[config.mk]
export PLATFORM = sky130hd
export DESIGN_NAME = modular_arithmetic_unit
export DESIGN_NICKNAME = d
export VERILOG_FILES = /design/src/rtl/mau_pkg.sv /design/src/rtl/mau_mulmod.sv /design/src/rtl/modular_arithmetic_unit.sv
export SDC_FILE = /design/constraint.sdc
export NUM_CORES = 1
export LEC_CHECK = 0
export BUFFER_PORTS_ARGS = -buffer_cell sky130_fd_sc_hd__buf_2
export CORE_MARGIN = 2
export CORE_UTILIZATION = 40
export DETAILED_ROUTE_END_ITERATION = 6
export GPL_TIMING_DRIVEN = 0
export PLACE_DENSITY = 0.57
export SLEW_MARGIN = 25
export SYNTH_ARGS = -nofsm -noshare
export SYNTH_HDL_FRONTEND = slang
export SYNTH_SLANG_ARGS = --single-unit
export TNS_END_PERCENT = 50
[constraint.sdc]
create_clock -name clk -period 10.2 [get_ports clk]
set_clock_uncertainty 0.1 [all_clocks]
set_input_delay 2.04 -clock clk [delete_from_list [all_inputs] [get_ports clk]]
set_output_delay 2.04 -clock clk [all_outputs]
set_load 0.005 [all_outputs]
[src/rtl/mau_pkg.sv]
// mau_pkg: operation codes and sequencer states of the modular arithmetic unit.
// No dependencies; used by modular_arithmetic_unit.
`default_nettype none

package mau_pkg;

	localparam int unsigned KIND_W = 3;

	localparam logic [KIND_W-1:0] KIND_ADD = 3'd0;
	localparam logic [KIND_W-1:0] KIND_SUB = 3'd1;
	localparam logic [KIND_W-1:0] KIND_MUL = 3'd2;
	localparam logic [KIND_W-1:0] KIND_DIV = 3'd3;
	localparam logic [KIND_W-1:0] KIND_POW = 3'd4;
	localparam logic [KIND_W-1:0] KIND_INV = 3'd5;

	typedef enum logic [3:0] {
		ST_IDLE,
		ST_RED_A,
		ST_RED_B,
		ST_EXEC,
		ST_POW_CHK,
		ST_POW_MUL,
		ST_POW_SQR,
		ST_FIN_MUL,
		ST_OUT
	} state_t;

endpackage

`default_nettype wire

[src/rtl/mau_mulmod.sv]
// mau_mulmod: shared bit-serial modular multiplier, one multiplier bit per cycle.
// Stand-alone; instantiated by modular_arithmetic_unit.
`default_nettype none

module mau_mulmod #(
	parameter int unsigned MOD_WIDTH = 31
) (
	input  wire logic                 clk,
	input  wire logic                 arst_n,
	input  wire logic                 start,
	input  wire logic [MOD_WIDTH-1:0] x,
	input  wire logic [MOD_WIDTH-1:0] y,
	input  wire logic [MOD_WIDTH-1:0] m,
	output logic                      busy,
	output logic                      done,
	output logic [MOD_WIDTH-1:0]      prod
);

	localparam int unsigned CW = $clog2(MOD_WIDTH);

	logic [MOD_WIDTH-1:0] x_q, y_q, acc_q;
	logic [CW-1:0]        cnt_q;
	logic                 busy_q, done_q;

	logic [MOD_WIDTH:0]   m_x, dbl, red1, sum, red2;

	// acc = 2*acc + bit*y, kept below m with two conditional subtracts (y < m)
	always_comb begin
		m_x  = {1'b0, m};
		dbl  = {acc_q, 1'b0};
		red1 = (dbl >= m_x) ? dbl - m_x : dbl;
		sum  = {1'b0, red1[MOD_WIDTH-1:0]} + (x_q[MOD_WIDTH-1] ? {1'b0, y_q} : '0);
		red2 = (sum >= m_x) ? sum - m_x : sum;
	end

	always_ff @(posedge clk or negedge arst_n) begin
		if (!arst_n) begin
			cnt_q  <= '0;
			busy_q <= 1'b0;
			done_q <= 1'b0;
		end else begin
			done_q <= 1'b0;
			if (busy_q) begin
				cnt_q <= cnt_q + CW'(1);
				if (cnt_q == CW'(MOD_WIDTH - 1)) begin
					busy_q <= 1'b0;
					done_q <= 1'b1;
				end
			end else if (start) begin
				cnt_q  <= '0;
				busy_q <= 1'b1;
			end
		end
	end

	always_ff @(posedge clk) begin
		if (busy_q) begin
			acc_q <= red2[MOD_WIDTH-1:0];
			x_q   <= {x_q[MOD_WIDTH-2:0], 1'b0};
		end else if (start) begin
			acc_q <= '0;
			x_q   <= x;
			y_q   <= y;
		end
	end

	assign busy = busy_q;
	assign done = done_q;
	assign prod = acc_q;

endmodule

`default_nettype wire

[src/rtl/modular_arithmetic_unit.sv]
// modular_arithmetic_unit: add/sub/mul/div/pow/inverse modulo a programmable modulus.
// Each request first reduces both operands on the shared multiplier (x*1); add/sub then finish
// directly, mul runs one final multiply, power runs square-and-multiply over the exponent bits,
// inverse is power with e = modulus-2 and divide adds a final multiply; modulus < 2 gives 0.
// One request at a time: in_ready only while idle; a result register lets the next request
// start while a result waits. Async reset: idle, modulus 1000000007.
`default_nettype none

module modular_arithmetic_unit #(
	parameter int unsigned MOD_WIDTH = 31
) (
	input  wire logic                         clk,
	input  wire logic                         arst_n,
	// configuration write channel (modulus)
	input  wire logic                         cfg_valid,
	output logic                              cfg_ready,
	input  wire logic [MOD_WIDTH-1:0]         modulus,
	// request channel
	input  wire logic                         in_valid,
	output logic                              in_ready,
	input  wire logic [mau_pkg::KIND_W-1:0]   kind,
	input  wire logic [MOD_WIDTH-1:0]         operand_a,
	input  wire logic [MOD_WIDTH-1:0]         operand_b,
	input  wire logic [MOD_WIDTH-1:0]         exponent,
	// result channel
	output logic                              out_valid,
	input  wire logic                         out_ready,
	output logic [MOD_WIDTH-1:0]              result
);

	localparam logic [MOD_WIDTH-1:0] MOD_RESET = MOD_WIDTH'(32'd1000000007);

	mau_pkg::state_t state_q, state_d;

	logic [MOD_WIDTH-1:0]        modulus_q;
	logic [MOD_WIDTH-1:0]        a_q, b_q, e_q, acc_q, base_q, out_q;
	logic [mau_pkg::KIND_W-1:0]  kind_q;
	logic                        out_valid_q, mm_pend_q;

	logic                        accept, small_mod, out_free;
	logic                        mm_start, mm_busy, mm_done;
	logic [MOD_WIDTH-1:0]        mm_x, mm_y, mm_prod;
	logic [MOD_WIDTH:0]          add_s, sub_d;
	logic [MOD_WIDTH-1:0]        add_r, sub_r;

	assign accept    = in_valid && in_ready;
	assign small_mod = modulus_q < MOD_WIDTH'(2);   // modulus 0 or 1: result is always 0
	assign out_free  = !out_valid_q || out_ready;
	assign cfg_ready = 1'b1;

	// Modulus register; the host must write it only while no request is in flight; this block leaves that to the host.
	always_ff @(posedge clk or negedge arst_n) begin
		if (!arst_n) begin
			modulus_q <= MOD_RESET;
		end else if (cfg_valid) begin
			modulus_q <= modulus;
		end
	end

	// Single-step add and subtract on reduced operands.
	always_comb begin
		add_s = {1'b0, a_q} + {1'b0, b_q};
		add_r = (add_s >= {1'b0, modulus_q}) ? MOD_WIDTH'(add_s - {1'b0, modulus_q})
		                                     : add_s[MOD_WIDTH-1:0];
		sub_d = {1'b0, a_q} - {1'b0, b_q};
		sub_r = sub_d[MOD_WIDTH] ? MOD_WIDTH'(sub_d + {1'b0, modulus_q})
		                         : sub_d[MOD_WIDTH-1:0];
	end

	// Shared multiplier: operand reduction (x*1), power steps and final multiply.
	mau_mulmod #(
		.MOD_WIDTH(MOD_WIDTH)
	) u_mulmod (
		.clk   (clk),
		.arst_n(arst_n),
		.start (mm_start),
		.x     (mm_x),
		.y     (mm_y),
		.m     (modulus_q),
		.busy  (mm_busy),
		.done  (mm_done),
		.prod  (mm_prod)
	);

	// Next state
	always_comb begin
		state_d = state_q;
		unique case (state_q)
			mau_pkg::ST_IDLE: begin
				if (accept) begin
					state_d = small_mod ? mau_pkg::ST_OUT : mau_pkg::ST_RED_A;
				end
			end
			mau_pkg::ST_RED_A: begin
				if (mm_done) begin
					state_d = mau_pkg::ST_RED_B;
				end
			end
			mau_pkg::ST_RED_B: begin
				if (mm_done) begin
					state_d = mau_pkg::ST_EXEC;
				end
			end
			mau_pkg::ST_EXEC: begin
				priority if (kind_q == mau_pkg::KIND_MUL) begin
					state_d = mau_pkg::ST_FIN_MUL;
				end else if (kind_q == mau_pkg::KIND_DIV || kind_q == mau_pkg::KIND_POW ||
				             kind_q == mau_pkg::KIND_INV) begin
					state_d = mau_pkg::ST_POW_CHK;
				end else begin
					state_d = mau_pkg::ST_OUT;
				end
			end
			mau_pkg::ST_POW_CHK: begin
				priority if (e_q == '0) begin
					state_d = (kind_q == mau_pkg::KIND_DIV) ? mau_pkg::ST_FIN_MUL
					                                        : mau_pkg::ST_OUT;
				end else if (e_q[0]) begin
					state_d = mau_pkg::ST_POW_MUL;
				end else begin
					state_d = mau_pkg::ST_POW_SQR;
				end
			end
			mau_pkg::ST_POW_MUL: begin
				if (mm_done) begin
					state_d = mau_pkg::ST_POW_SQR;
				end
			end
			mau_pkg::ST_POW_SQR: begin
				if (mm_done) begin
					state_d = mau_pkg::ST_POW_CHK;
				end
			end
			mau_pkg::ST_FIN_MUL: begin
				if (mm_done) begin
					state_d = mau_pkg::ST_OUT;
				end
			end
			mau_pkg::ST_OUT: begin
				if (out_free) begin
					state_d = mau_pkg::ST_IDLE;
				end
			end
			default: state_d = mau_pkg::ST_IDLE;
		endcase
	end

	// Outputs of the sequencer: handshake and multiplier operand select
	always_comb begin
		in_ready = 1'b0;
		mm_x     = a_q;
		mm_y     = MOD_WIDTH'(1);
		mm_start = 1'b0;
		unique case (state_q)
			mau_pkg::ST_IDLE: begin
				in_ready = 1'b1;
			end
			mau_pkg::ST_RED_A: begin
				mm_x     = a_q;
				mm_y     = MOD_WIDTH'(1);
				mm_start = !mm_pend_q && !mm_busy;
			end
			mau_pkg::ST_RED_B: begin
				mm_x     = b_q;
				mm_y     = MOD_WIDTH'(1);
				mm_start = !mm_pend_q && !mm_busy;
			end
			mau_pkg::ST_POW_MUL: begin
				mm_x     = acc_q;
				mm_y     = base_q;
				mm_start = !mm_pend_q && !mm_busy;
			end
			mau_pkg::ST_POW_SQR: begin
				mm_x     = base_q;
				mm_y     = base_q;
				mm_start = !mm_pend_q && !mm_busy;
			end
			mau_pkg::ST_FIN_MUL: begin
				mm_x     = a_q;
				mm_y     = (kind_q == mau_pkg::KIND_DIV) ? acc_q : b_q;
				mm_start = !mm_pend_q && !mm_busy;
			end
			default: begin
				in_ready = 1'b0;
			end
		endcase
	end

	// Control registers
	always_ff @(posedge clk or negedge arst_n) begin
		if (!arst_n) begin
			state_q     <= mau_pkg::ST_IDLE;
			mm_pend_q   <= 1'b0;
			out_valid_q <= 1'b0;
		end else begin
			state_q <= state_d;
			if (mm_start) begin
				mm_pend_q <= 1'b1;
			end else if (mm_done) begin
				mm_pend_q <= 1'b0;
			end
			if (state_q == mau_pkg::ST_OUT && out_free) begin
				out_valid_q <= 1'b1;
			end else if (out_ready) begin
				out_valid_q <= 1'b0;
			end
		end
	end

	// Operand and working registers
	always_ff @(posedge clk) begin
		unique case (state_q)
			mau_pkg::ST_IDLE: begin
				if (accept) begin
					a_q    <= operand_a;
					b_q    <= operand_b;
					e_q    <= exponent;
					kind_q <= kind;
					acc_q  <= '0;
				end
			end
			mau_pkg::ST_RED_A: begin
				if (mm_done) begin
					a_q <= mm_prod;
				end
			end
			mau_pkg::ST_RED_B: begin
				if (mm_done) begin
					b_q <= mm_prod;
				end
			end
			mau_pkg::ST_EXEC: begin
				// power runs right to left over e; inverse/divide use e = modulus-2
				unique case (kind_q)
					mau_pkg::KIND_ADD: acc_q <= add_r;
					mau_pkg::KIND_SUB: acc_q <= sub_r;
					mau_pkg::KIND_DIV: begin
						base_q <= b_q;
						e_q    <= modulus_q - MOD_WIDTH'(2);
						acc_q  <= MOD_WIDTH'(1);
					end
					mau_pkg::KIND_POW: begin
						base_q <= a_q;
						acc_q  <= MOD_WIDTH'(1);
					end
					mau_pkg::KIND_INV: begin
						base_q <= a_q;
						e_q    <= modulus_q - MOD_WIDTH'(2);
						acc_q  <= MOD_WIDTH'(1);
					end
					default: acc_q <= '0;   // multiply overwrites; unused kinds give 0
				endcase
			end
			mau_pkg::ST_POW_MUL: begin
				if (mm_done) begin
					acc_q <= mm_prod;
				end
			end
			mau_pkg::ST_POW_SQR: begin
				if (mm_done) begin
					base_q <= mm_prod;
					e_q    <= e_q >> 1;
				end
			end
			mau_pkg::ST_FIN_MUL: begin
				if (mm_done) begin
					acc_q <= mm_prod;
				end
			end
			mau_pkg::ST_OUT: begin
				if (out_free) begin
					out_q <= acc_q;
				end
			end
			default: begin
			end
		endcase
	end

	assign out_valid = out_valid_q;
	assign result    = out_q;

	// An accepted request always leaves idle.
	a_accept_leaves_idle: assert property (@(posedge clk) disable iff (!arst_n)
		accept |=> state_q != mau_pkg::ST_IDLE)
		else $error("request accepted but sequencer stayed idle");

	// Multiplier completions only answer an outstanding start.
	a_done_has_pend: assert property (@(posedge clk) disable iff (!arst_n)
		mm_done |-> mm_pend_q)
		else $error("multiplier done without pending start");

	// A multiplier start is always taken: afterwards the unit is busy and the start is pending.
	a_start_idle_unit: assert property (@(posedge clk) disable iff (!arst_n)
		mm_start |=> mm_busy && mm_pend_q)
		else $error("multiplier start not taken");

	// Power loop only runs for the exponentiating kinds.
	a_pow_kind: assert property (@(posedge clk) disable iff (!arst_n)
		(state_q == mau_pkg::ST_POW_MUL || state_q == mau_pkg::ST_POW_SQR) |->
		(kind_q == mau_pkg::KIND_DIV || kind_q == mau_pkg::KIND_POW ||
		 kind_q == mau_pkg::KIND_INV))
		else $error("power loop entered for wrong kind");

	// Finishing an item posts a result and frees the input side.
	a_out_posts: assert property (@(posedge clk) disable iff (!arst_n)
		(state_q == mau_pkg::ST_OUT && out_free) |=> out_valid_q && in_ready)
		else $error("finished item did not post a result");

endmodule

`default_nettype wire
==> impl_metrics.tcl, run 1 <==
set metrics [dict create \
    status "finished, violations left" \
    violations "design-rule violations" \
    slew_headroom_pct 26.2 \
    yosysTopAreaCellShare_pct 31.2 \
    slew_violations 0 \
    ios 166 \
    crit_path_start_kind "flip-flop" \
    first_pass_iters 7 \
    place_area_sq_um 29300 \
    die-area_sq_um 69700 \
    critPathMaxFanout 10 \
    die_h_um 264 \
    fillers 6570 \
    coreArea_sq_um 67000 \
    ys_types 81 \
    finalCritPeriodShare_pct 96.5 \
    crit_buf_inv 4 \
    path_clk_slew_ns 0.07 \
    grt_max_degree 45 \
    end_kind "flip-flop" \
    antenna_found_initial 7 \
    design_area_sq_um 30800 \
    postLayoutCoreUtil_pct 46.0 \
    synth_edf_count 281 \
    synth_area_leaders "edfxtp_1, ha_1, xnor2_1" \
    crit_type "reg2reg" \
    synthArstFlopShare_pct 13.5 \
    drc 2 \
    wl_um 112000 \
    syn-cell-area_sq_um 27100 \
    cpMaxStageDelayCell "edfxtp_1" \
    cts_root_buf "clkbuf_16" \
    clockBufferDepth 3 \
    rows 95 \
    crit_required_ns 10.41 \
    cts_tree "built" \
    syn_inst 3009 \
    grt_pass1_wl_um 163000 \
    io_buffer_count 163 \
    cts-htree-levels 2 \
    drt-initial-drc-count 2960 \
    gp_congestion 0.973 \
    arrival_ns 10.06 \
    grt_overflow 0 \
    final_nets 3597 \
    synthTopCellsByCount "a21oi_1, edfxtp_1, o21ai_0" \
    synth.yosys.warnings 0 \
    wl_per_cell_um 27.1 \
    slowest_delay_ns 0.66 \
    grt_pass1_vias 24700 \
    tns_ns 0 \
    yosys_most_used_dff "edfxtp_1" \
    drive_above_1_share_pct 12.3 \
    viasPerCell 6.12 \
    drv_cap 0 \
    via_count 25400 \
    setup_violations 0 \
    seq_area_sq_um 9580 \
    ys_seq_area_share_pct 35.4 \
    syn2layout_area_growth_pct 13.9 \
    multiInputGateArea_sq_um 16600 \
    yosysTopAreaCell "edfxtp_1" \
    initial_utilization_pct 40.4 \
    cts.sinks 326 \
    ant_nets 0 \
    critPathTopFamily "simple AND/OR/NAND/NOR gates" \
    post_synth.cell_area_avg_sq_um 8.99 \
    hold_viol_final 0 \
    yosys_register_bits 326 \
    worst_pin_slew_ns 1.09 \
    die_w_um 264 \
    min-delay-path-class "reg2reg" \
    rsz0062_at_grt "false" \
    cts_made_buffers 43 \
    max_freq_mhz 102 \
    clk_latency_ns 0.61 \
    hpwl_um 90900 \
    syn_nets 3367 \
    track_usage_pct 31.6 \
    min_period_ns 9.84 \
]
cells by family after synthesis:
family | count (synthesis) | synth area share (%)
adders and majority gates | 226 | 10.6
buffers and inverters | 272 | 3.89
xor gates and xnor gates | 215 | 6.96
and+or+nand+nor | 830 | 13.9
DFF | 326 | 35.4
AOI/OAI and AO/OA | 989 | 23.2
other | 1 | 0.0139
muxes | 150 | 5.90
metal layers:
layer	wire length [um]	share of wire, %	track usage [%]	vias up
met1	48900	43	43.6	12400
met3	9460	8.4	5.13	174
met2	50100	45	50.4	1146
li1	-	-	-	11600
met5	27	0.024	0	-
met4	3990	3.5	10.2	4
cell type report:
class | count | share of cell area (%)
diodes | 1 | 0.00812
plain buffers | 136 | 1.79
clock buffers | 50 | 3.58
clock inverters | 30 | 1.08
inverters | 136 | 1.67
multi-input cells | 2411 | 53.8
flip-flops and latches | 326 | 31.1
well taps | 873 | 3.54
repair buffers | 185 | 3.46
flip-flops by register name, summed over array words and instances, names as in the netlist:
name            flops
a_q                31
acc_q              31
b_q                31
base_q             31
e_q                31
kind_q              3
mm_pend_q           1
modulus_q          31
out_valid           1
result             31
state_q             4
u_mulmod.busy       1
u_mulmod.cnt_q      5
u_mulmod.done       1
u_mulmod.prod      31
u_mulmod.x_q       31
u_mulmod.y_q       31
cells in the final DEF (no fill, tap or decap), types with 11 or more instances in the layout:
cell type and n:
a21o_1 77, nor3_1 50, and2_1 39, ha_1 219, a222oi_1 33, nor2_1 256, nor4_1 22, o21bai_1 33
mux2i_1 74, and3_1 21, xor2_1 54, a21boi_0 35, nor2b_1 26, clkbuf_1 118, nand2b_1 34, o21a_1 34
xnor2_1 161, nand2_1 267, nand3_1 45, dfrtp_1 28, a21oi_1 280, a22oi_1 36, nand4_1 26, o21ai_0 273
mux2_2 76, inv_1 133, clkbuf_16 43, a31oi_1 17, o211ai_1 19, edfxtp_1 281, a221o_1 15, or3_1 11
a211oi_1 29, dfstp_2 16, buf_2 177
worst paths after layout:
kind	startpoint	to	slack, ns	cells after the start
worst max-delay path	u_mulmod.prod[24]$_SDFFCE_PN0P_	u_mulmod.prod[24]$_SDFFCE_PN0P_	0.36	32
worst min-delay path	acc_q[24]$_DFFE_PP_	result[24]$_DFFE_PP_	0.40	0
worst max register to register	u_mulmod.prod[24]$_SDFFCE_PN0P_	u_mulmod.prod[24]$_SDFFCE_PN0P_	0.36	32
worst min register to register	acc_q[24]$_DFFE_PP_	result[24]$_DFFE_PP_	0.40	0
max in group asynchronous	arst_n	modulus_q[12]$_DFFE_PN0P_	8.12	1
min in group asynchronous	arst_n	modulus_q[22]$_DFFE_PN0P_	1.38	1
worst reg2reg max path, delay by kind of cell, from the launching register on:
family          cells  cell delay (ns)
compound gates     11             2.68
xor+xnor            1             0.14
fa+ha+maj           3             1.32
buf+inv             4             1.17
flops               1             0.66
mux                 1             0.32
simple gates       12             3.19
what timing repair did:
| item | CTS | global route |
|---|---|---|
| setup buffers | 0 | 6 |
| hold buffers | 0 | 0 |
| gates resized for setup | 13 | 8 |
| pin swaps | 0 | 2 |
| endpoints found under the setup margin | 31 | 31 |
metrics by stage:
step                instances  setup WS (ns)  hold slack, ns
global route             4147         0.0145           0.412
detailed placement       4061          -1.22           0.381
CTS                      4141         0.0312           0.396
floorplan                3009           1.94           0.350
global placement         4045          -1.48           0.372
finish                   4148          0.357           0.397
Power of run 1 is left out: the tool's default activity adds up to more than one toggle a clock period on the data nets, which glitch-free logic cannot reach.
==> run 2: changes to the inputs <==
--- a/config.mk
+++ b/config.mk
@@ -8,11 +8,13 @@
 export BUFFER_PORTS_ARGS = -buffer_cell sky130_fd_sc_hd__buf_2
 export CORE_MARGIN = 2
 export CORE_UTILIZATION = 40
+export CTS_CLUSTER_SIZE = 8
 export DETAILED_ROUTE_END_ITERATION = 6
 export GPL_TIMING_DRIVEN = 0
 export PLACE_DENSITY = 0.57
 export SLEW_MARGIN = 25
 export SYNTH_ARGS = -nofsm -noshare
 export SYNTH_HDL_FRONTEND = slang
+export SYNTH_HIERARCHICAL = 1
 export SYNTH_SLANG_ARGS = --single-unit
 export TNS_END_PERCENT = 50
==> run 2 against run 1 <==
  * The run still ends with design-rule violations left
  * Maximum frequency increased by 1.8%
  * Setup slack improved by 0.18 ns
  * Critical endpoint is now u_mulmod/prod[25]$_SDFFCE_PN0P_
  * Sequential share of layout area decreased by 0.70 points
  * Highest routed layer is now met4
  * Routed wire length decreased by 6.3%
  * Via count decreased by 1.4%
  * Non-clock buffer count increased by 12
  * Cell count increased by 3.6%
==> impl_metrics.tcl, run 2 <==
set metrics [dict create \
    crit_path_start_kind "flip-flop" \
    finalCritPeriodShare_pct 94.8 \
    synthTopCellsByCount "nand2_1, edfxtp_1, o21ai_0" \
    via_count 25000 \
    grt_pass1_vias 24300 \
    cts_root_buf "clkbuf_16" \
    hold_viol_final 0 \
    arrival_ns 9.89 \
    insertedDiodeCount 0 \
    synth.yosys.warnings 6 \
    fillers 6727 \
    wl_met2_um 48300 \
    crit_buf_inv 5 \
    top_layer "met4" \
    syn2layout_area_growth_pct 13.6 \
    slowest_delay_ns 0.72 \
    drt-initial-drc-count 2534 \
    first_pass_iters 7 \
    io_buffer_count 163 \
    critPathTopFamily "compound AO/OA/AOI/OAI gates" \
    crit_required_ns 10.43 \
    layout_common_cells "nand2_1, edfxtp_1, o21ai_0" \
    postCtsSetupBuffers 0 \
    yosys_register_bits 326 \
    slew_violations 0 \
    postLayoutCoreUtil_pct 46.0 \
    die-area_sq_um 71500 \
    cp-startpoint "modulus_q[0]$_DFFE_PN1P_" \
    multiInputGateArea_sq_um 16900 \
    die_h_um 267 \
    path_clk_slew_ns 0.05 \
    ant_nets 0 \
    die_w_um 267 \
    rr_startpoint "modulus_q[0]$_DFFE_PN1P_" \
    rows 96 \
    clockBufferDepth 3 \
    synth_edf_count 281 \
    yosysMostFrequentCell "nand2_1" \
    cts_tree "built" \
    synthArstFlopShare_pct 13.5 \
    slew_headroom_pct 28.7 \
    wl_per_cell_um 24.5 \
    min-delay-path-class "reg2reg" \
    clk_latency_ns 0.62 \
    drv_cap 0 \
    critPathMaxFanout 10 \
    grt_max_degree 45 \
    syn_inst 3106 \
    wl_met1_um 46000 \
    wl_met3_um 7120 \
    hpwl_um 86000 \
    viasPerCell 5.82 \
    yosysTopAreaCellShare_pct 30.4 \
    track_usage_pct 29.0 \
    hold_start "u_mulmod/x_q[0]$_SDFFE_PP0P_" \
    cts_resized 0 \
    ys_seq_area_share_pct 34.5 \
    grt_overflow 0 \
    cts.sinks 326 \
    yosys_most_used_dff "edfxtp_1" \
    wl_um 105000 \
    antenna_found_initial 4 \
    cts.hold.buffers_added 0 \
    final_nets 3695 \
    coreArea_sq_um 68600 \
    min_period_ns 9.67 \
    ios 166 \
    max_freq_mhz 103 \
    post_synth.cell_area_avg_sq_um 8.94 \
    drc 10 \
    crit_type "reg2reg" \
    seq_area_sq_um 9580 \
    synth_area_leaders "edfxtp_1, ha_1, xnor2_1" \
    syn-cell-area_sq_um 27800 \
    syn_nets 3465 \
    ys_types 98 \
    violations "design-rule violations" \
    worst_pin_slew_ns 1.06 \
    cts_made_buffers 48 \
    status "finished, violations left" \
    cts-htree-levels 2 \
    final_common_cell "nand2_1" \
    grt_pass1_wl_um 153000 \
    tns_ns 0 \
    yosysTopAreaCell "edfxtp_1" \
    gp_congestion 0.945 \
    setup_violations 0 \
    drive_above_1_share_pct 12.0 \
    cpMaxStageDelayCell "dfstp_2" \
    initial_utilization_pct 40.5 \
    end_kind "flip-flop" \
    rsz0062_at_grt "false" \
]
-- run 2: stage by stage --
| step | instances | area [sq um] | setup slack, ns | hold slack [ns] |
|---|---|---|---|---|
| after floorplan | 3106 | 27800 | 2.44 | 0.350 |
| after global placement | 4200 | 29700 | 0.0627 | 0.377 |
| after detailed placement | 4216 | 30100 | 0.305 | 0.392 |
| after CTS | 4297 | 31500 | 0.296 | 0.402 |
| after global routing | 4298 | 31500 | 0.0224 | 0.416 |
| final | 4298 | 31500 | 0.535 | 0.415 |
-- run 2: final cells by class --
class	instances	area share, %
Buffer	153	2.16
Clock buffer	75	4.20
Clock inverter	6	0.369
Inverter	174	2.08
Multi-Input combinational cell	2453	53.7
Sequential cell	326	30.4
Tap cell	931	3.70
Timing Repair Buffer	180	3.44
-- run 2: worst min-delay path: stages (launching register included) --
cell and delay, ns:
dfxtp_1 0.33, mux2i_1 0.07, nor2_1 0.08
-- run 2: cell families (layout without fill, tap and decap cells) --
kind of cell | count (synthesis) | in the layout | synth area share [%]
fa+ha+maj | 227 | 227 | 10.4
flops | 326 | 326 | 34.5
simple gates | 888 | 888 | 14.8
buf+inv | 327 | 588 | 4.81
other cells | 1 | 1 | 0.0135
mux | 151 | 151 | 5.76
xor+xnor | 217 | 217 | 6.87
compound gates | 969 | 969 | 22.8
-- run 2: path summary, 6_finish.rpt --
check / end / slack [ns] / cells after the start
setup / recovery: u_mulmod/prod[25]$_SDFFCE_PN0P_ / 0.53 / 34
hold reg to reg: u_mulmod/x_q[0]$_SDFFE_PP0P_ / 0.41 / 2
hold / removal: u_mulmod/x_q[0]$_SDFFE_PP0P_ / 0.41 / 2
setup reg to reg: u_mulmod/prod[25]$_SDFFCE_PN0P_ / 0.53 / 34
max in group asynchronous: out_valid$_DFFE_PN0P_ / 8.15 / 1
min in group asynchronous: modulus_q[26]$_DFFE_PN0P_ / 1.36 / 1
-- run 2: layer usage --
metal  up-vias  track usage (%)
met5         -                0
met4         0             10.5
met3       179             4.39
met2       917             47.4
met1     12000             38.9
li1      11900                -
Power of run 2 is left out for the same reason.
